`config.mk`:
```
export PLATFORM = sky130hd
export DESIGN_NAME = imhdk_ram
export DESIGN_NICKNAME = d
export VERILOG_FILES = /design/src/imhdk_ram.sv
export SDC_FILE = /design/constraint.sdc
export NUM_CORES = 2
export LEC_CHECK = 0
export ABC_AREA = 1
export BUFFER_PORTS_ARGS = -buffer_cell sky130_fd_sc_hd__buf_2
export CORE_MARGIN = 2
export CORE_UTILIZATION = 68
export DETAILED_ROUTE_END_ITERATION = 8
export HOLD_SLACK_MARGIN = 0.06
export PLACE_DENSITY_LB_ADDON = 0.05
export SYNTH_ARGS = -nofsm -noshare
export SYNTH_HDL_FRONTEND = slang
export SYNTH_SLANG_ARGS = --single-unit
```
`constraint.sdc`:
```
create_clock -name clk -period 5.37 [get_ports clk]
set_input_delay 1.611 -clock clk [delete_from_list [all_inputs] [get_ports clk]]
set_output_delay 1.611 -clock clk [all_outputs]
set_load 0.02 [all_outputs]
```
`src/imhdk_ram.sv`:
```
// Generic single-port-write, single-port-read synchronous RAM, registered read.
`timescale 1ns / 1ps
module imhdk_ram #(
	parameter int W = 8,
	parameter int D = 256
) (
	input  logic                 clk,
	input  logic                 we,
	input  logic [$clog2(D)-1:0] waddr,
	input  logic [W-1:0]         wdata,
	input  logic [$clog2(D)-1:0] raddr,
	output logic [W-1:0]         rdata
);
	logic [W-1:0] mem [D];

	always_ff @(posedge clk) begin
		if (we) mem[waddr] <= wdata;
		rdata <= mem[raddr];
	end
endmodule

```
==> results.yml <==
status:
  status: "completed"
synthesis:
  ys_ff_latch: 2056
  ys_warn_count: 0
  synth_adder_area_share_pct: 0
  async_reset_ff_share_pct: 0
  muxShareOfSynthArea_pct: 0
  synth_compound_area_share_pct: 0
  yosysUniqueCellTypes: 14
  synth_common_cells: "2,123 x nand2_1, 2,048 x edfxtp_1, 2,019 x nand3_1, 283 x nor2_1, 268 x buf_2"
  ys_seq_area_share_pct: 73.9
  postSynthCellCount: 7003
  synth-xor-area-share_pct: 0
  synth_top_family_by_area: "simple AND/OR/NAND/NOR gates"
  synth.largest_area_cell: "edfxtp_1"
  ys.flop_type: "edfxtp_1"
  synth_top_area_share_pct: 73.7
  syn_nets: 7029
  syn_area_um2: 83400
  synth_edf_count: 2048
  synthTopCellsByArea: "edfxtp_1 74%, nand3_1 12%, nand2_1 9.6%"
  syn_avg_cell_area_um2: 11.9
  synth.most_common_cell: "nand2_1"
  synth_simple_gate_area_share_pct: 22.9
detailed_routing:
  drt_iter0_markers: 8455
  routedWlPerCell_um: 25.2
  via_per_inst: 6.35
  detail-route-antenna-nets: 0
  routed_wl_um: 219000
  drt_first_pass_iters: 7
  drc_errors: 0
  via_count: 55100
setup_path:
  cp_max_fo: 8
  critPathCaptureType: "flop"
  slowest_delay_ps: 660
  arrival_ps: 4110
  cp_common_cell: "nor2_1"
  cp.required_ps: 5820
  crit_start: "waddr[2]"
  reg2reg_from: "mem[135][2]"
  path_class: "in2reg"
  crit_chain: "buf_2 > nor2_1 > inv_1 > nor2_1 > nand2_1 > buf_4 > nor2_1"
  start_kind: "input port"
  cpMaxStageDelayCell: "nand2_1"
global_routing:
  grt_pass1_vias: 51700
  grt_max_degree: 165
  gr-total-overflow: 0
  grt.total_usage_pct: 35.0
  grt_first_pass_wirelength_um: 325000
  antenna_found_initial: 11
sta:
  rsz0062_at_grt: "false"
  setup_tns_ps: 0
  fin_worst_skew_ps: 31.6
  setup_viol: 0
  drv_slew: 0
  fmax_mhz: 273
  finalCritPeriodShare_pct: 68.2
  setup_ws_ps: 1710
  max_slew.worst_pin.slew_ps: 1180
  hold_viol_final: 0
  slew-limit-headroom_pct: 21.2
  final.min_clock_period_ps: 3660
clock_network:
  htree_levels: 4
  cts_buffers: 197
  cts.root.buffer_cell: "clkbuf_16"
  cts.sinks: 2056
  cts_tree: "done"
  postCtsResizedCells: 0
  clk_pin_slew_ps: 60
  clk_path_buf_depth: 3
  clock_latency_ps: 840
  cts-hold-fix-buffers: 0
  cts_setup_buffers: 0
placement:
  dpl_cell_area_um2: 84900
  gp_congestion: 0.925
  place_ws_ps: 933
  io_buffers: 33
  dpl.hpwl_um: 123000
floorplan:
  placeableCoreArea_um2: 122000
  die_area_um2: 125000
  io_pins: 34
  initial_core_util_pct: 68.5
  die_h_um: 354
  rows: 128
  die_x_um: 354
final_layout:
  n_fill_cell: 7805
  layout-drive-gt1-share_pct: 6.40
  design_area_um2: 91100
  fin_nets: 6914
  area_growth_pct: 9.20
  final_util_pct: 74.8
worst_hold_path:
  hp-class: "reg2reg"
  hp-start: "mem[20][3]"
power:
  power_density_nw_per_um2: 364
  vdd_drop_max_uv: 373
  power.total_mw: 33.1
  p_leak_nw: 31.6
run:
  max-cap-violations: 0
==> cells in the final DEF, fill, tap and decap left out, types with 8 or more instances in the layout <==
master	Yosys	final
bufinv_16	0	13
buf_12	0	44
clkinv_2	0	40
clkbuf_1	112	44
inv_1	36	34
nor2_1	283	283
clkinv_1	0	41
nand2_1	2123	2121
nand3_1	2019	2019
clkbuf_16	0	203
buf_2	268	21
dfxtp_1	8	8
buf_8	1	11
buf_4	46	93
edfxtp_1	2048	2048
==> layout make-up <==
class / count / area [um^2] / share of cell area [%]
inverters: 39 / 180 / 0.198
multi-input cells: 4425 / 19100 / 21.0
clock inverters: 110 / 905 / 0.993
clock buffers: 250 / 5290 / 5.80
repair buffers: 169 / 1850 / 2.03
flip-flops and latches: 2056 / 61700 / 67.7
well taps: 1625 / 2030 / 2.23
diodes: 5 / 12.5 / 0.0137
==> report_power, final <==
| part | internal [mW] | leakage (nW) | switching [mW] |
|---|---|---|---|
| registers | 17.7 | 18.5 | 0.0281 |
| logic | 0.479 | 10.1 | 1.54 |
| clock network | 7.57 | 3.04 | 5.82 |
==> cells by family (layout without fill, tap and decap cells) <==
family | after synthesis | count (layout)
flip-flops | 2056 | 2056
other | 0 | 5
buffers and inverters | 522 | 568
AND/OR/NAND/NOR | 4425 | 4425
==> flip-flops by register name, indices dropped and copies added, names as in the netlist <==
| name | count |
|---|---|
| mem | 2048 |
| rdata | 8 |
==> worst max-delay path, delay by kind of cell <==
kind / cells / cell delay, ps
AND/OR/NAND/NOR: 4 / 1760
buffers and inverters: 3 / 710
==> layer usage <==
| layer | track usage [%] | routed length (um) | share of wire (%) | vias up |
|---|---|---|---|---|
| li1 | - | - | - | 24600 |
| met1 | 49.6 | 81900 | 37 | 26600 |
| met2 | 52.8 | 101000 | 46 | 3337 |
| met3 | 8.28 | 26000 | 12 | 509 |
| met4 | 15.3 | 9490 | 4.3 | 16 |
| met5 | 0 | 102 | 0.047 | - |
==> worst paths after layout <==
path / to / slack (ps) / depth (start not counted)
setup / recovery: mem[176][5] / 1710 / 7
hold / removal: rdata[3] / 1020 / 10
setup reg to reg: rdata[2] / 3430 / 10
hold reg to reg: rdata[3] / 1020 / 10
==> stage by stage <==
| step | instances | hold slack (ps) |
|---|---|---|
| global route | 8674 | 1070 |
| detailed placement | 8314 | 1020 |
| CTS | 8674 | 1010 |
| global placement | 8314 | 1010 |
| finish | 8679 | 1020 |
| floorplan | 7003 | 835 |
Note: power is estimated with default switching activity, not from simulation.
